### src/rtl/tkbt_pkg.sv
// Package for the touch key baseline tracker: widths, register map, types
// and the priority search used by the latch stage.
// No dependencies.
`default_nettype none

package tkbt_pkg;

   localparam int NUM_KEYS      = 16;
   localparam int KEY_W         = 4;
   localparam int TIME_W        = 16;
   localparam int RATIO_W       = 10;
   localparam int PROD_W        = TIME_W + RATIO_W;
   localparam int FRAC_W        = 8;
   localparam int CSR_DATA_W    = 32;
   localparam int CSR_ADDR_W    = 4;

   localparam logic [TIME_W-1:0]  BASELINE_INIT = 16'hFFFF;
   localparam logic [TIME_W-1:0]  MAX16         = 16'hFFFF;
   localparam logic [TIME_W-1:0]  LEAK_PERIOD_RST    = 16'd1000;
   localparam logic [TIME_W-1:0]  DEBOUNCE_LIMIT_RST = 16'd10;
   localparam logic [RATIO_W-1:0] PRESS_RATIO_RST    = 10'd294;
   localparam logic [KEY_W-1:0]   LATCHED_KEY_RST    = 4'd15;

   typedef enum logic [1:0] {
      REG_LEAK_PERIOD    = 2'd0,
      REG_DEBOUNCE_LIMIT = 2'd1,
      REG_PRESS_RATIO    = 2'd2
   } reg_index_type;

   typedef struct packed {
      logic [TIME_W-1:0]  leak_period;
      logic [TIME_W-1:0]  debounce_limit;
      logic [RATIO_W-1:0] press_ratio;
   } cfg_type;

   typedef struct packed {
      logic             update;
      logic             key_valid;
      logic [KEY_W-1:0] key;
      logic             pressed;
   } latch_req_type;

   typedef struct packed {
      logic             new_key;
      logic [KEY_W-1:0] hot_key;
      logic             key_latched;
   } latch_rsp_type;

   // Index of the lowest set flag (highest priority key); zero when none set.
   function automatic logic [KEY_W-1:0] lowest_set(input logic [NUM_KEYS-1:0] flags);
      logic [KEY_W-1:0] idx;
      idx = '0;
      for (int i = NUM_KEYS - 1; i >= 0; i--) begin
         if (flags[i]) begin
            idx = KEY_W'(i);
         end
      end
      return idx;
   endfunction

endpackage

`default_nettype wire

### src/rtl/tkbt_csr.sv
// APB-style configuration registers: leak period, debounce limit, press ratio.
// Depends on tkbt_pkg.
`default_nettype none

module tkbt_csr
   import tkbt_pkg::*;
(
   input  wire logic                  clock,
   input  wire logic                  reset,
   input  wire logic                  csr_psel,
   input  wire logic                  csr_penable,
   input  wire logic                  csr_pwrite,
   input  wire logic [CSR_ADDR_W-1:0] csr_paddr,
   input  wire logic [CSR_DATA_W-1:0] csr_pwdata,
   output logic      [CSR_DATA_W-1:0] csr_prdata,
   output logic                       csr_pready,
   output cfg_type                    cfg
);

   cfg_type       cfg_ff;
   reg_index_type sel;
   logic          wr_en;

   assign sel        = reg_index_type'(csr_paddr[CSR_ADDR_W-1:2]);
   assign wr_en      = csr_psel & csr_penable & csr_pwrite;
   assign csr_pready = 1'b1;
   assign cfg        = cfg_ff;

   always_ff @(posedge clock) begin
      if (reset) begin
         cfg_ff.leak_period    <= LEAK_PERIOD_RST;
         cfg_ff.debounce_limit <= DEBOUNCE_LIMIT_RST;
         cfg_ff.press_ratio    <= PRESS_RATIO_RST;
      end else if (wr_en) begin
         case (sel)
            REG_LEAK_PERIOD:    cfg_ff.leak_period    <= csr_pwdata[TIME_W-1:0];
            REG_DEBOUNCE_LIMIT: cfg_ff.debounce_limit <= csr_pwdata[TIME_W-1:0];
            REG_PRESS_RATIO:    cfg_ff.press_ratio    <= csr_pwdata[RATIO_W-1:0];
            default: ;
         endcase
      end
   end

   always_comb begin
      case (sel)
         REG_LEAK_PERIOD:    csr_prdata = CSR_DATA_W'(cfg_ff.leak_period);
         REG_DEBOUNCE_LIMIT: csr_prdata = CSR_DATA_W'(cfg_ff.debounce_limit);
         REG_PRESS_RATIO:    csr_prdata = CSR_DATA_W'(cfg_ff.press_ratio);
         default:            csr_prdata = '0;
      endcase
   end

endmodule

`default_nettype wire

### config.mk
export PLATFORM = sky130hd
export DESIGN_NAME = tkbt_csr
export DESIGN_NICKNAME = d
export VERILOG_FILES = /design/src/rtl/tkbt_pkg.sv /design/src/rtl/tkbt_csr.sv
export SDC_FILE = /design/constraint.sdc
export NUM_CORES = 1
export LEC_CHECK = 0
export ABC_AREA = 0
export BUFFER_PORTS_ARGS = -buffer_cell sky130_fd_sc_hd__buf_2
export CORE_MARGIN = 5
export CORE_UTILIZATION = 45
export CTS_CLUSTER_SIZE = 16
export DETAILED_ROUTE_END_ITERATION = 10
export HOLD_SLACK_MARGIN = 0.05
export PLACE_DENSITY = 0.8
export SYNTH_ARGS = -nofsm -noshare
export SYNTH_HDL_FRONTEND = slang
export SYNTH_SLANG_ARGS = --single-unit
export TNS_END_PERCENT = 10
### constraint.sdc
create_clock -name clock -period 1.3 [get_ports clock]
set_input_delay 0.065 -clock clock [delete_from_list [all_inputs] [get_ports clock]]
set_output_delay 0.065 -clock clock [all_outputs]
set_load 0.1 [all_outputs]
==> impl_metrics.tcl, run 1 <==
set metrics [dict create \
    drt_iter0_drc 163 \
    seqPwrFrac_pct 39.8 \
    ir_drop_uv 996 \
    synth_seq_cells 42 \
    clock_latency_ps 300 \
    rsz0062_at_grt "no" \
    synth_top_area_share_pct 38.6 \
    synth_top_area_cell "dfxtp_1" \
    crit_path_end_kind "output port" \
    start_util_pct 46.1 \
    synthAdderAreaFrac_pct 0 \
    wl_um 5760 \
    cp.required_ps 1240 \
    grt-ovfl-total 0 \
    fin_crit_sh_pct 95.0 \
    swShare_pct 35.2 \
    core-area_um2 4720 \
    syn_area_um2 2180 \
    grt_pass1_vias 1879 \
    yosys_warnings 0 \
    synthTopCellsByArea "dfxtp_1 39%, mux2i_1 27%, nand2b_1 13%" \
    final_cells 397 \
    layout_min_cycle_time_ps 1230 \
    grt_use_total_pct 18.9 \
    postCtsSetupBuffers 0 \
    cts_sinks 42 \
    finalPower_w 0.00321 \
    vias 1886 \
    setup_slack_ps 65.2 \
    globalplace.congestion 0.796 \
    syn_area_per_cell_um2 9.26 \
    first_pass_iters 4 \
    cp_slowest_cell "dfxtp_4" \
    io_pins 116 \
    cts.path.max_buffers 2 \
    post-route-util_pct 71.2 \
    synth_top_family_by_area "multiplexers" \
    die_y_um 79.6 \
    synth_compound_area_share_pct 2.30 \
    hp-start "csr_pwdata[2]" \
    h-tree-depth 2 \
    crit_chain "mux2i_1, o21ai_4, buf_12" \
    cts-root-buf "clkbuf_8" \
    leakage_nw 1.50 \
    max_freq_mhz 810 \
    dpl.hpwl_um 4320 \
    fin_tns_setup_ps 0 \
    cts_made_buffers 5 \
    wl_per_cell_um 14.5 \
    worst-path-max-fanout 3 \
    layout-drive-gt1-share_pct 50.3 \
    r2r_start "cfg[34]" \
    clk_pin_slew_ps 80 \
    status "complete, no violations" \
    cellPowerDensity_nw_per_um2 954 \
    grt_max_degree 67 \
    slew_violations 0 \
    final_common_cell "buf_2" \
    p_int_w 0.00208 \
    row_count 25 \
    synth_simple_gate_area_share_pct 22.6 \
    hp-class "in2reg" \
    clockPowerShare_pct 31.9 \
    synthCells 235 \
    hold_viol 0 \
    ys_seq_area_share_pct 38.6 \
    critPathKind "reg2out" \
    ant_nets 0 \
    dieArea_um2 6330 \
    grt_antenna_before_repair 0 \
    drt_drc_violations_left 0 \
    setup_viol 0 \
    slowest_delay_ps 350 \
    p_comb_share_pct 28.3 \
    skew_ps 0 \
    worstSetupStartpoint "cfg[15]" \
    largest_reg_flops 42 \
    cts_tree "yes" \
    area_delta_synth_final_pct 54.5 \
    place_ws_ps 111 \
    maxCapViolations 0 \
    synth_mux_area_share_pct 26.7 \
    cp-start-kind "flop" \
    p_switching_w 0.00113 \
    die_w_um 79.6 \
    most-common-layout-cells "64 x buf_2, 56 x mux2i_1, 46 x nand2b_1" \
    synthDistinctLibCells 18 \
    grt_pass1_wl_um 9310 \
    num_antenna_cells 0 \
    worst_r2r_path_depth 2 \
    avgViaCountPerCell 4.75 \
    synth_xor_area_share_pct 0 \
    port_buffers 80 \
    min_path_cells 3 \
    dpl.cell_count 379 \
    cp.arrival_ps 1170 \
    final_nets 370 \
]
metrics by stage:
stage          hold WS [ps]  cell area [µm²]
4_1_cts                51.2             3360
3_3_place_gp            328             3150
6_report               56.2             3360
2_1_floorplan           210             2500
3_5_place_dp            337             3150
5_1_grt                68.2             3360
path summary, 6_finish.rpt:
| check | endpoint | slack, ps |
|---|---|---|
| setup / recovery | csr_prdata[5] | 70 |
| hold / removal | cfg[2] | 60 |
| setup reg to reg | cfg[34] | 620 |
| hold reg to reg | cfg[4] | 480 |
cell usage after synthesis:
cell,number
nand2_1,10
nor3b_2,1
or3_1,1
nor3_1,1
nor2_1,26
or3b_1,1
nand4_2,1
nor3b_1,1
buf_2,3
o21ai_0,10
nor2b_1,1
nand2b_1,46
buf_4,21
mux2i_1,58
clkbuf_1,9
conb_1,2
nand3_2,1
dfxtp_1,42
per-layer routing:
layer	routed length, µm	GRT usage (%)	up-vias
li1	-	-	931
met3	272	3.72	7
met2	3200	35.8	57
met5	0	0	-
met1	2230	21.2	891
met4	54	4.81	0
kinds of logic (layout without fill, tap and decap cells):
kind of cell / count (synthesis) / after routing
other cells: 2 / 17
buf+inv: 33 / 113
flops: 42 / 42
mux: 58 / 58
compound gates: 10 / 10
simple gates: 90 / 90
critical path: cells and delay by family (launching register included):
kind / cells / cell delay, ps
DFF: 1 / 350
muxes: 1 / 250
buffers and inverters: 1 / 170
AOI/OAI and AO/OA: 1 / 110
final cells by class:
type / count / area, µm²
flip-flops and latches: 42 / 948
well taps: 67 / 83.8
clock buffers: 6 / 72.6
multi-input cells: 175 / 1360
fillers: 369 / 1360
repair buffers: 105 / 866
clock inverters: 2 / 37.5
power groups by stage:
stage	Clock (W)	Sequential, W	Combinational (W)
after floorplan	0	0.00143	0.000596
after global placement	0	0.00131	0.000875
after detailed placement	0	0.00131	0.000883
after CTS	0.00105	0.00128	0.000908
after global routing	0.00112	0.00128	0.000942
final	0.00102	0.00128	0.000909
repair_timing:
action                                  4_1_cts  5_1_grt
hold buffers                                 10        0
gates resized for setup                       0        2
endpoints found under the hold margin        13        0
endpoints found under the setup margin        0        2
Note: power is estimated with default switching activity, not from simulation.
==> run 2: changes to the inputs <==
- CELL_PAD_IN_SITES_DETAIL_PLACEMENT: not set -> 0
- CELL_PAD_IN_SITES_GLOBAL_PLACEMENT: not set -> 1
- CORE_UTILIZATION: 45 -> 32
- PLACE_DENSITY: 0.8 -> not set
- PLACE_DENSITY_LB_ADDON: not set -> 0.1
==> run 2 against run 1 <==
  * Non-clock buffer count rose by 3
  * Hold slack got worse by 0.77 ps
  * Die area rose by 35%
  * Sequential cell count unchanged
  * Setup slack improved by 14 ps
  * Utilization shrank 21 points
  * Wire length is essentially flat
  * Sequential share of layout area is 0.33 points lower
  * Register-to-register slack improved by 30 ps
  * Clock skew unchanged
  * First-iteration DRC count shrank 71%
  * Cell count rose by 4.0%
==> impl_metrics.tcl, run 2 (synthesis results as in run 1) <==
set metrics [dict create \
    status "complete, no violations" \
    hold_viol 0 \
    h-tree-depth 2 \
    clk_pin_slew_ps 80 \
    cts.path.max_buffers 2 \
    fillers 630 \
    wl_per_cell_um 13.9 \
    grt-ovfl-total 0 \
    ir_drop_uv 342 \
    skew_ps 0 \
    slew_violations 0 \
    maxCapViolations 0 \
    cp.arrival_ps 1160 \
    avgViaCountPerCell 4.43 \
    final_nets 373 \
    largest_reg_flops 42 \
    worst-path-max-fanout 3 \
    layout-drive-gt1-share_pct 49.5 \
    final_common_cell "buf_2" \
    num_antenna_cells 0 \
    setup_viol 0 \
    cts_sinks 42 \
    leakage_nw 1.51 \
    cts_tree "yes" \
    clock_latency_ps 290 \
    whs_ps 55.5 \
    start_util_pct 32.4 \
    grt_max_degree 67 \
    max_freq_mhz 819 \
    dpl.hpwl_um 4320 \
    drt_drc_violations_left 0 \
    die_w_um 92.5 \
    fin_crit_sh_pct 93.9 \
    cts_made_buffers 5 \
    grt_pass1_vias 1775 \
    multi_input_area_um2 1350 \
    cp-start-kind "flop" \
    final_cells 413 \
    ant_nets 0 \
    area_delta_synth_final_pct 56.4 \
    drt_iter0_drc 48 \
    globalplace.congestion 0.763 \
    core-area_um2 6720 \
    first_pass_iters 4 \
    vias 1828 \
    row_count 30 \
    layout_min_cycle_time_ps 1220 \
    cts-root-buf "clkbuf_8" \
    fin_tns_setup_ps 0 \
    dpl.cell_count 392 \
    cellPowerDensity_nw_per_um2 882 \
    dieArea_um2 8550 \
    finalPower_w 0.00300 \
    cp.required_ps 1240 \
    port_buffers 80 \
    seq_area_um2 948 \
    crit_path_end_kind "output port" \
    hp-class "in2reg" \
    wl_um 5760 \
    die_y_um 92.5 \
    rsz0062_at_grt "no" \
    most-common-layout-cells "64 x buf_2, 57 x mux2i_1, 46 x nand2b_1" \
    critPathKind "reg2out" \
    grt_pass1_wl_um 9110 \
    grt_antenna_before_repair 0 \
    io_pins 116 \
    postCtsSetupBuffers 0 \
    grt_use_total_pct 13.5 \
]
==> run 2: layout make-up <==
class | count | share of cell area, %
clock inverter | 2 | 0.294
clock buffer | 6 | 2.13
tap | 80 | 2.94
multi-input combinational | 175 | 39.7
sequential | 42 | 27.9
timing repair buffer | 108 | 27.0
==> run 2: repair_timing <==
action	in CTS	in global routing
resized for setup	0	1
endpoints found under the hold margin	18	0
hold buffers	13	0
setup endpoints to repair	0	1
==> run 2: power by group <==
part	switching (W)	internal, W
clock network	0.000432	0.000372
registers	0.0000124	0.00126
logic	0.000667	0.000254
==> run 2: path summary, 6_finish.rpt <==
path	from	endpoint	slack [ps]	cells after the start
setup / recovery	cfg[17]	csr_prdata[7]	80	3
hold / removal	csr_pwdata[15]	cfg[25]	60	3
setup reg to reg	cfg[34]	cfg[34]	650	2
hold reg to reg	cfg[3]	cfg[3]	480	2
==> run 2: metal layers <==
metal / track usage [%] / wire length, µm / vias to the layer above / part of all wire (%)
li1: - / - / 932 / -
met1: 17.3 / 2620 / 833 / 45
met2: 22.1 / 2700 / 55 / 47
met3: 3.41 / 371 / 8 / 6.4
met4: 4.08 / 68 / 0 / 1.2
met5: 0 / 0 / - / 0
==> run 2: per-stage QoR <==
stage / util, % / area, µm² / setup slack (ps)
after global placement: 47.4 / 3190 / 109
after global routing: 50.7 / 3400 / 2.40
after CTS: 50.6 / 3400 / 47.7
after detailed placement: 47.4 / 3190 / 83.3
final: 50.7 / 3400 / 79.3
after floorplan: - / 2500 / -133
==> run 2: worst max-delay path: stages (launching register included) <==
cell and delay, ps:
dfxtp_4 350, mux2i_1 230, o21ai_4 110, buf_12 170
