File: config.mk
export PLATFORM = sky130hd
export DESIGN_NAME = tkbt_latch
export DESIGN_NICKNAME = d
export VERILOG_FILES = /design/src/rtl/tkbt_pkg.sv /design/src/rtl/tkbt_latch.sv
export SDC_FILE = /design/constraint.sdc
export NUM_CORES = 1
export LEC_CHECK = 0
export ABC_AREA = 1
export BUFFER_PORTS_ARGS = -buffer_cell sky130_fd_sc_hd__buf_2
export CAP_MARGIN = 25
export CORE_UTILIZATION = 49
export CTS_BUF_LIST = sky130_fd_sc_hd__clkbuf_8
export DETAILED_ROUTE_END_ITERATION = 16
export GPL_TIMING_DRIVEN = 1
export PLACE_DENSITY = 0.74
export SYNTH_ARGS = -nofsm -noshare
export SYNTH_HDL_FRONTEND = slang
export SYNTH_SLANG_ARGS = --single-unit
File: constraint.sdc
create_clock -name clock -period 3.54 [get_ports clock]
set_input_delay 0.177 -clock clock [delete_from_list [all_inputs] [get_ports clock]]
set_output_delay 0.177 -clock clock [all_outputs]
set_load 0.02 [all_outputs]
File: src/rtl/tkbt_pkg.sv
// Package for the touch key baseline tracker: widths, register map, types
// and the priority search used by the latch stage.
// No dependencies.
`default_nettype none

package tkbt_pkg;

   localparam int NUM_KEYS      = 16;
   localparam int KEY_W         = 4;
   localparam int TIME_W        = 16;
   localparam int RATIO_W       = 10;
   localparam int PROD_W        = TIME_W + RATIO_W;
   localparam int FRAC_W        = 8;
   localparam int CSR_DATA_W    = 32;
   localparam int CSR_ADDR_W    = 4;

   localparam logic [TIME_W-1:0]  BASELINE_INIT = 16'hFFFF;
   localparam logic [TIME_W-1:0]  MAX16         = 16'hFFFF;
   localparam logic [TIME_W-1:0]  LEAK_PERIOD_RST    = 16'd1000;
   localparam logic [TIME_W-1:0]  DEBOUNCE_LIMIT_RST = 16'd10;
   localparam logic [RATIO_W-1:0] PRESS_RATIO_RST    = 10'd294;
   localparam logic [KEY_W-1:0]   LATCHED_KEY_RST    = 4'd15;

   typedef enum logic [1:0] {
      REG_LEAK_PERIOD    = 2'd0,
      REG_DEBOUNCE_LIMIT = 2'd1,
      REG_PRESS_RATIO    = 2'd2
   } reg_index_type;

   typedef struct packed {
      logic [TIME_W-1:0]  leak_period;
      logic [TIME_W-1:0]  debounce_limit;
      logic [RATIO_W-1:0] press_ratio;
   } cfg_type;

   typedef struct packed {
      logic             update;
      logic             key_valid;
      logic [KEY_W-1:0] key;
      logic             pressed;
   } latch_req_type;

   typedef struct packed {
      logic             new_key;
      logic [KEY_W-1:0] hot_key;
      logic             key_latched;
   } latch_rsp_type;

   // Index of the lowest set flag (highest priority key); zero when none set.
   function automatic logic [KEY_W-1:0] lowest_set(input logic [NUM_KEYS-1:0] flags);
      logic [KEY_W-1:0] idx;
      idx = '0;
      for (int i = NUM_KEYS - 1; i >= 0; i--) begin
         if (flags[i]) begin
            idx = KEY_W'(i);
         end
      end
      return idx;
   endfunction

endpackage

`default_nettype wire

File: src/rtl/tkbt_latch.sv
// Priority key latch: per-key down flags, held key and debounce counter.
// Depends on tkbt_pkg.
`default_nettype none

module tkbt_latch
   import tkbt_pkg::*;
(
   input  wire logic              clock,
   input  wire logic              reset,
   input  wire latch_req_type     req,
   input  wire logic [TIME_W-1:0] debounce_limit,
   output latch_rsp_type          rsp
);

   logic [NUM_KEYS-1:0] down_ff, down_in;
   logic                held_ff, held_in;
   logic [TIME_W-1:0]   dbc_ff, dbc_in;
   logic [KEY_W-1:0]    hot_ff, hot_in;
   logic                new_key;

   always_comb begin
      down_in = down_ff;
      held_in = held_ff;
      dbc_in  = dbc_ff;
      hot_in  = hot_ff;
      new_key = 1'b0;
      if (req.key_valid) begin
         down_in[req.key] = req.pressed;
         if (!held_ff) begin
            if (|down_in) begin
               held_in = 1'b1;
               hot_in  = lowest_set(down_in);
               new_key = 1'b1;
            end
         end else if (dbc_ff != MAX16) begin
            dbc_in = dbc_ff + 1'b1;
         end
         // release once debounced and every key is up
         if ((dbc_in > debounce_limit) && (down_in == '0)) begin
            held_in = 1'b0;
            dbc_in  = '0;
         end
      end
   end

   always_ff @(posedge clock) begin
      if (reset) begin
         down_ff <= '0;
         held_ff <= 1'b0;
         dbc_ff  <= '0;
         hot_ff  <= LATCHED_KEY_RST;
      end else if (req.update) begin
         down_ff <= down_in;
         held_ff <= held_in;
         dbc_ff  <= dbc_in;
         hot_ff  <= hot_in;
      end
   end

   assign rsp.new_key     = new_key;
   assign rsp.hot_key     = hot_in;
   assign rsp.key_latched = held_in;

endmodule

`default_nettype wire

==> results of run 1 <==
[cells in the mapped netlist (3+ instances only)]
cell type,number
nand2_1,144
xor2_1,11
inv_1,77
o211ai_1,3
nor2_1,17
inv_2,6
nand3_1,14
ha_1,17
nor2_2,5
nor3_1,10
nand4_1,5
a21oi_1,31
a31oi_1,3
o21ai_0,27
dfxtp_1,37
o21ai_1,7
clkbuf_1,9
[kinds of logic (layout without fill, tap and decap cells)]
kind of cell | Yosys count | count (layout) | synth area share [%]
compound gates | 81 | 81 | 16.9
xor+xnor | 11 | 11 | 3.56
fa+ha+maj | 17 | 17 | 7.86
buf+inv | 98 | 137 | 13.9
flops | 37 | 37 | 27.4
simple gates | 199 | 199 | 30.4
[timing repair]
| item | 4_1_cts | 5_1_grt |
|---|---|---|
| gates cloned | 0 | 0 |
| setup buffers | 5 | 5 |
| gates resized for setup | 19 | 19 |
| endpoints found under the setup margin | 8 | 17 |
| pin swaps | 10 | 14 |
[state kept, by name (all words and copies together) (netlist names)]
name	count
dbc_ff	16
down_ff	16
held_ff	1
hot_ff	4
[path summary, 6_finish.rpt]
kind | from | end | cells after the start
setup / recovery | dbc_ff[1] | rsp[0] | 22
hold / removal | req[6] | held_ff | 2
setup reg to reg | dbc_ff[0] | dbc_ff[4] | 17
hold reg to reg | hot_ff[0] | hot_ff[0] | 2
[area by class of cell]
class / instances / area [um2]
fillers: 476 / 1900
multi-input cells: 308 / 1780
flip-flops and latches: 37 / 748
inverters: 85 / 319
repair buffers: 45 / 282
well taps: 70 / 87.6
clock buffers: 6 / 82.6
clock inverters: 1 / 3.75
[worst register-to-register path: stages, from the launching register on]
cell and delay, ps:
dfxtp_2 350, ha_4 150, nand3_4 100, nor3_4 160, nand2_2 100, nor3_4 180, buf_4 150, nand4_1 90
a21o_1 210, ha_1 290, nand4_1 150, nor3_2 230, nand4_1 220, buf_4 210, a31oi_4 210, buf_12 160
nand2_1 90, a21oi_1 120
[through the flow]
stage,utilization [%],cell area (um2),setup WS [ps],std cells,power (uW)
2_1_floorplan,-,2710,338,443,578
3_3_place_gp,56.4,2940,129,535,629
3_5_place_dp,56.4,2940,-91.4,535,632
4_1_cts,60.7,3160,8.95,547,932
5_1_grt,63.4,3300,-66.9,552,987
6_report,63.4,3300,182,552,932
[power breakdown]
part | switching, uW | leakage (uW) | internal, uW | total [uW]
registers | 5.65 | 0.000302 | 425 | 431
clock network | 144 | 0.0000485 | 152 | 295
logic | 133 | 0.00130 | 72.4 | 205
total | 282 | 0.00165 | 649 | 932
[routing by layer]
layer / global-route usage [%] / up-vias / wire (um)
met4: 6.35 / 0 / 70
met2: 37.2 / 43 / 2930
met1: 29.7 / 1246 / 2960
met5: 0 / - / 0
met3: 4.67 / 8 / 273
li1: - / 1472 / -
==> out/qor.csv, run 1 <==
metric,value,unit
status,completed,
grt_use_total,22.6,%
critPathCaptureType,primary output,
ios,31,
grt_pass1_wl,10.8,mm
cts_tree,yes,
finalMaxSlewViolations,0,
hold_class,input pin to flip-flop,
wl_per_cell,11.3,um
clk_latency,290,ps
cts_root_buffer,clkbuf_8,
yosysTopAreaCell,dfxtp_1,
drt-total-wl,6.24,mm
path_class,flip-flop to primary output,
die_height,76.3,um
netlist.area_leader.share,27.4,%
synth_cell_type_count,33,
fin_setup_tns,0,ps
mostFrequentLayoutCell,nand2_1,
first_global_vias,2576,
synth_area,2710,um2
path_delay_family,simple AND/OR/NAND/NOR gates,
fin_nets,524,
cp-start-kind,flip-flop,
antenna_found_initial,0,
die-width,76.3,um
fmax,298,MHz
ir_worst_vdd,0.291,mV
place_congestion,0.911,
power_leakage,0.00165,uW
vias,2769,
ys_ff_latch,37,
clk_pin_slew,70,ps
setup_viol,0,
synth_fp_nets,485,
drtPass1Iterations,5,
cp_slowest_cell,dfxtp_4,
hold_viol,0,
hold_buffers,0,
grt_overflow,0,
cellPowerDensity,282,nW/um2
clk_path_buf_depth,2,
h-tree-depth,2,
hold_slack,176,ps
rrSetupSlack,280,ps
crit_path_frequent_cell,nand2_1,
io_buffers,30,
antennaDiodeCount,0,
path_cells,ha_4 -> nand3_4 -> nor3_4 -> nand2_2 -> nor3_4 -> a21oi_4 -> nand2_2 -> buf_4 -> nor3_2 -> xor2_1 -> inv_1 -> ha_4 -> nand2_1 -> nor2_2 -> nand2_1 -> o211ai_1 -> nand2_1 -> o2111ai_4 -> nand3_2 -> o22ai_2 -> inv_1 -> buf_6,
drc,0,
drt_iter0_drc,158,
max_slew_margin,69.6,%
grt_max_degree,49,
cap_viol_max_count,0,
clock_sinks,37,
cts_buffers,5,
drive_above_1_share,19.7,%
cp_max_fo,7,
worst_slew_pin_slew,456,ps
dp_hpwl,4.43,mm
finalCritPeriodShare,94.9,%
avgSynthCellArea,6.11,um2
ys_async_sr_fraction,0,%
layout_common_cells,"nand2_1 (142), inv_1 (78), dfxtp_1 (33), a21oi_1 (30), buf_2 (29)",
core_area,5200,um2
crit_arrival,3180,ps
rows,26,
die-area,5820,um2
skew,9.47,ps
synthToLayoutAreaGrowth,22.1,%
yosysWarnings,0,
initial_utilization,52.0,%
synth_cells,443,
yosysSeqAreaShare,27.4,%
fin_crit,3360,ps
critPathMaxStageDelay,350,ps
cp_num_buf_inv,4,
synth_edf_count,0,
synth_area_leaders,"dfxtp_1 (27%), nand2_1 (20%), inv_1 (11%)",
via_per_inst,5.02,
cp.required,3360,ps
synthFlopType,dfxtp_1,
drtAntennaViolNets,0,
No activity file was read; power rests on OpenSTA's default activity.
==> inputs of run 2 (changes only) <==
--- a/config.mk
+++ b/config.mk
@@ -12,6 +12,7 @@
 export CTS_BUF_LIST = sky130_fd_sc_hd__clkbuf_8
 export DETAILED_ROUTE_END_ITERATION = 16
 export GPL_TIMING_DRIVEN = 1
+export MAX_ROUTING_LAYER = met4
 export PLACE_DENSITY = 0.74
 export SYNTH_ARGS = -nofsm -noshare
 export SYNTH_HDL_FRONTEND = slang
==> out/qor.csv, run 2 (synthesis gave the netlist of run 1 again) <==
metric,value,unit,change
die-area,5820,um2,unchanged
initial_utilization,52.0,%,unchanged
via_per_inst,5.01,,-0.18%
first_global_vias,2576,,unchanged
reg2reg_depth,17,,unchanged
cap_viol_max_count,0,,unchanged
path_class,flip-flop to primary output,,
path_cells,ha_4 -> nand3_4 -> nor3_4 -> nand2_2 -> nor3_4 -> a21oi_4 -> nand2_2 -> buf_4 -> nor3_2 -> xor2_1 -> inv_1 -> ha_1 -> nand2_1 -> nor2_2 -> nand2_1 -> o211ai_1 -> nand2_1 -> o2111ai_4 -> nand3_2 -> o22ai_2 -> inv_1 -> buf_6,,
drtAntennaViolNets,0,,unchanged
critPathCaptureType,primary output,,
fin_nets,524,,unchanged
multiInputGateArea,1770,um2,-0.70%
max_slew_margin,69.4,%,-0.23 points
clk_latency,290,ps,about the same
hold_buffers,0,,unchanged
finalMaxSlewViolations,0,,unchanged
ir_worst_vdd,0.292,mV,+0.29%
die-width,76.3,um,unchanged
cp_max_fo,7,,unchanged
clock_sinks,37,,unchanged
place_congestion,0.927,,+1.7%
antenna_found_initial,0,,unchanged
drtPass1Iterations,5,,unchanged
worst_slew_pin_slew,459,ps,+3.51 ps
antennaDiodeCount,0,,unchanged
drive_above_1_share,19.5,%,-0.21 points
grt_overflow,0,,unchanged
path_delay_family,simple AND/OR/NAND/NOR gates,,
cellPowerDensity,283,nW/um2,+0.24%
instances_no_fill,552,,unchanged
core_area,5200,um2,unchanged
seqCellArea,748,um2,unchanged
io_buffers,30,,unchanged
cp_num_buf_inv,4,,unchanged
clk_path_buf_depth,2,,unchanged
dp_hpwl,4.43,mm,unchanged
whs_path_depth,2,,unchanged
crit_arrival,3180,ps,about the same
die_height,76.3,um,unchanged
placedCellCount,535,,unchanged
critPathMaxStageDelay,350,ps,about the same
rows,26,,unchanged
cts_tree,yes,,
largestRegisters,"dbc_ff (16), down_ff (16), hot_ff (4)",,
fin_setup_tns,0,ps,unchanged
path_depth,22,,unchanged
grt_use_total,23.2,%,+0.57 points
grt_pass1_wl,10.8,mm,about the same
cts_root_buffer,clkbuf_8,,
routed-wl-met2,2.83,mm,-3.6%
fillCellCount,480,,+0.84%
layout_common_cells,"nand2_1 (142), inv_1 (78), dfxtp_1 (33), a21oi_1 (30), buf_2 (29)",,
finalCritPeriodShare,94.7,%,-0.14 points
fmax,298,MHz,+0.15%
hold_class,input pin to flip-flop,,
status,completed,,
wl_per_cell,11.1,um,-1.8%
hold_viol,0,,unchanged
setup_viol,0,,unchanged
drc,0,,unchanged
drt_iter0_drc,148,,-6.3%
top_layer_used,met4,,
vias,2764,,-0.18%
skew,9.99,ps,+0.519 ps
crit_path_frequent_cell,nand2_1,,
ios,31,,unchanged
cp-start-kind,flip-flop,,
grt_max_degree,49,,unchanged
clk_pin_slew,70,ps,about the same
power_leakage,0.00165,uW,about the same
h-tree-depth,2,,unchanged
wl_met3,238,um,-13%
synthToLayoutAreaGrowth,21.6,%,
met1_length,2.98,mm,+0.71%
cts_buffers,5,,unchanged
fin_crit,3350,ps,-5.00 ps
cp_slowest_cell,dfxtp_4,,
cp.required,3360,ps,about the same
drt-total-wl,6.13,mm,-1.8%
mostFrequentLayoutCell,nand2_1,,
[run 2: cell types whose count changed in the layout (fill, tap and decap cells not counted)]
cell	change
ha_4	-1
ha_1	+1
[run 2: where the power goes]
part | leakage (uW) | switching (uW) | total, uW | internal (uW)
Clock | 0.0000485 | 142 | 294 | 152
Combinational | 0.00130 | 133 | 205 | 72.1
Sequential | 0.000302 | 5.71 | 431 | 425
Total | 0.00165 | 281 | 930 | 649
[run 2: path summary, 6_finish.rpt]
check | from | to | slack [ps]
min reg2reg | dbc_ff[9] | dbc_ff[9] | 470
max | dbc_ff[1] | rsp[0] | 190
max reg2reg | dbc_ff[0] | dbc_ff[5] | 300
min | req[6] | held_ff | 180
[run 2: cell type report]
| type | count | share of cell area, % |
|---|---|---|
| Clock inverter | 1 | 0.114 |
| Timing Repair Buffer | 45 | 8.56 |
| Tap cell | 70 | 2.66 |
| Clock buffer | 6 | 2.51 |
| Multi-Input combinational cell | 308 | 53.7 |
| Sequential cell | 37 | 22.7 |
| Inverter | 85 | 9.70 |
[run 2: layer usage]
metal | global-route usage [%] | vias up
li1 | - | 1470
met1 | 29.9 | 1233
met2 | 37.2 | 53
met3 | 3.71 | 8
met4 | 6.92 | 0
met5 | - | -
[run 2: repair_timing]
item                                    CTS  global route
cloned                                    0             0
endpoints found under the setup margin    8            17
resized for setup                        19            18
setup buffers                             5             5
pin swaps                                10            14
[run 2: metrics by stage]
stage               hold slack [ps]  utilization [%]  instance area, um2  setup slack [ps]  total power (uW)
global placement                450             56.4                2940               129               629
floorplan                       271                -                2710               338               578
finish                          183             63.2                3290               187               930
global route                    205             63.2                3290             -68.3               984
detailed placement              455             56.4                2940             -91.4               632
CTS                             170             60.7                3160              8.95               932
==> inputs of run 3 (changes only) <==
--- a/config.mk
+++ b/config.mk
@@ -5,15 +5,14 @@
 export SDC_FILE = /design/constraint.sdc
 export NUM_CORES = 1
 export LEC_CHECK = 0
-export ABC_AREA = 1
+export ABC_AREA = 0
 export BUFFER_PORTS_ARGS = -buffer_cell sky130_fd_sc_hd__buf_2
 export CAP_MARGIN = 25
 export CORE_UTILIZATION = 49
-export CTS_BUF_LIST = sky130_fd_sc_hd__clkbuf_8
 export DETAILED_ROUTE_END_ITERATION = 16
 export GPL_TIMING_DRIVEN = 1
 export MAX_ROUTING_LAYER = met4
-export PLACE_DENSITY = 0.74
+export PLACE_DENSITY = 0.73
 export SYNTH_ARGS = -nofsm -noshare
 export SYNTH_HDL_FRONTEND = slang
 export SYNTH_SLANG_ARGS = --single-unit
==> out/qor.csv, run 3 <==
metric,value,unit,change
finalPower,981,uW,+5.5%
p_sw_share,31.7,%,+1.4 points
cp-start-kind,flip-flop,,
ys_ff_latch,37,,unchanged
die_height,78.6,um,+3.0%
comb_power_share,24.4,%,+2.3 points
internal_power,671,uW,+3.3%
wl_per_cell,15.2,um,+37%
met1_length,3.35,mm,+12%
grt_overflow,0,,unchanged
dpl_cell_area,3120,um2,+6.4%
cts_buffers,5,,unchanged
routed-wl-met2,2.94,mm,+3.8%
cp.required,3360,ps,about the same
hold_buffers,0,,unchanged
ys_async_sr_fraction,0,%,unchanged
finalCritPeriodShare,101,%,+6.6 points
initial_utilization,51.6,%,-0.39 points
clk_latency,300,ps,about the same
synth_most_common_cell,dfxtp_1,,
cap_viol_max_count,0,,unchanged
drtAntennaViolNets,0,,unchanged
avgSynthCellArea,8.61,um2,+41%
netlist.area_leader.share,25.8,%,-1.6 points
ir_worst_vdd,0.231,mV,-21%
synthFlopType,dfxtp_1,,
wl_met3,329,um,+38%
max_slew_margin,47.8,%,-22 points
worst_slew_pin_slew,780,ps,+321 ps
crit_arrival,3410,ps,+230 ps
clock_sinks,37,,unchanged
grt_use_total,23.8,%,+0.66 points
antennaDiodeCount,0,,unchanged
synth_common_cells,"dfxtp_1 (37), nor2_1 (28), nand2_1 (23)",,
synth_edf_count,0,,unchanged
core_area,5570,um2,+7.1%
seqCellArea,751,um2,+0.33%
clk_pin_slew,80,ps,about the same
drtPass1Iterations,6,,+1
place_congestion,0.873,,-5.8%
ios,31,,unchanged
timing.final.ws_setup,-47.5,ps,-234 ps
synth_cell_type_count,64,,+94%
final_util,59.3,%,-3.9 points
drive_above_1_share,29.8,%,+10 points
fin_area,3300,um2,+0.42%
p_seq_share,45.3,%,-1.0 points
finalMaxSlewViolations,0,,unchanged
status,finished with violations,,
io_buffers,30,,unchanged
antenna_found_initial,0,,unchanged
violations,negative setup slack,,
synth_area_leaders,"dfxtp_1 (26%), ha_1 (7.4%), a211oi_1 (4.7%)",,
synthToLayoutAreaGrowth,14.9,%,
grt_max_degree,39,,-20%
hold_viol,0,,unchanged
yosysSeqAreaShare,25.8,%,-1.6 points
die-width,78.6,um,+3.0%
path_class,flip-flop to primary output,,
cts_tree,yes,,
via_per_inst,6.01,,+20%
clk_path_buf_depth,2,,unchanged
synth_fp_nets,376,,-22%
power.switching,311,uW,+10%
fin_nets,413,,-21%
largestRegisters,"dbc_ff (16), down_ff (16), hot_ff (4)",,
layout_common_cells,"dfxtp_1 (31), buf_2 (29), nor2_1 (27), nand2_1 (23), inv_1 (20)",,
drc,0,,unchanged
fin_crit,3590,ps,+234 ps
drt-total-wl,6.76,mm,+10%
synth_area,2880,um2,+6.3%
cellPowerDensity,297,nW/um2,+5.0%
cp_max_fo,4,,-3
hold_slack,163,ps,-19.6 ps
fin_setup_tns,-47.5,ps,-47.5 ps
rows,27,,+3.8%
top_layer_used,met4,,
yosysWarnings,0,,unchanged
multiInputGateArea,2000,um2,+13%
yosysTopAreaCell,dfxtp_1,,
drt_iter0_drc,255,,+72%
critPathCaptureType,primary output,,
setup_viol,1,,+1
die-area,6180,um2,+6.1%
clockPowerShare,30.3,%,-1.3 points
grt_pass1_wl,11.3,mm,+4.6%
fillCellCount,514,,+7.1%
cts_root_buffer,clkbuf_8,,
hold_class,input pin to flip-flop,,
power_leakage,0.00137,uW,-17%
fmax,279,MHz,-6.5%
h-tree-depth,2,,unchanged
vias,2670,,-3.4%
dp_hpwl,4.91,mm,+11%
skew,10.2,ps,+0.237 ps
mostFrequentLayoutCell,dfxtp_1,,
first_global_vias,2405,,-6.6%
rsz0062_at_grt,true,,
synth_cells,334,,-25%
run 3: cell count changes after synthesis, sizes merged, moves of 6 or more:
cell,previous run,this run
and4bb,0,6
a211oi,1,18
a21oi,31,11
xor2,11,3
a32o,0,10
inv,83,21
and2,0,6
xnor2,0,6
nor2,22,28
nand2,145,23
o21ai,34,8
buf,4,11
mux2,0,10
mux2i,0,16
run 3: worst max-delay path: stages (launching register included):
cell	delay, ps
dfxtp_2	360
nand4_1	150
or4_1	550
nor3_2	140
mux2_2	370
ha_1	290
nand4_1	140
a211oi_1	70
or4_4	440
o311ai_4	280
a22o_2	190
buf_6	110
run 3: area by class of cell:
cell class,count,share of cell area [%]
multi-input combinational,257,60.5
clock buffer,5,2.08
sequential,37,22.7
tap,72,2.73
inverter,21,2.39
timing repair buffer,49,9.05
clock inverter,3,0.530
run 3: logic make-up (layout without fill, tap and decap cells):
kind of cell    count (synthesis)  count (layout)  synth area share (%)
buf+inv                        40              78                  7.14
mux                            26              26                  10.6
fa+ha+maj                      17              17                  7.40
xor+xnor                        9               9                  2.74
flops                          37              37                  25.8
simple gates                  124             124                  25.1
compound gates                 81              81                  21.3
run 3: metal layers:
metal	track usage [%]	up-vias
li1	-	1334
met4	8.52	0
met2	34.2	70
met3	5.93	17
met1	32.1	1249
met5	-	-
run 3: worst paths after layout:
kind | start | endpoint | slack [ps] | cells past startpoint
worst max-delay path | dbc_ff[5] | rsp[0] | -50 | 11
worst min-delay path | req[6] | hot_ff[3] | 160 | 2
worst max register to register | dbc_ff[5] | dbc_ff[13] | 110 | 12
worst min register to register | dbc_ff[10] | dbc_ff[10] | 490 | 2
run 3: through the flow:
stage	instances	worst slack, ps
final	444	-47.5
after detailed placement	435	-201
after global placement	435	-93.4
after CTS	443	-81.4
after floorplan	334	38.7
after global routing	444	-146
run 3: what timing repair did:
action / 4_1_cts / 5_1_grt
gates resized for setup: 10 / 16
endpoints found under the hold margin: 0 / 0
setup endpoints to repair: 13 / 17
pin swaps: 1 / 6
setup buffers: 0 / 1
run 3: power by group through the flow:
| stage | Sequential, uW | Combinational, uW | Clock [uW] |
|---|---|---|---|
| after floorplan | 453 | 179 | 0 |
| after global placement | 453 | 230 | 0 |
| after detailed placement | 454 | 233 | 0 |
| after CTS | 444 | 236 | 309 |
| after global routing | 446 | 263 | 328 |
| final | 444 | 240 | 297 |
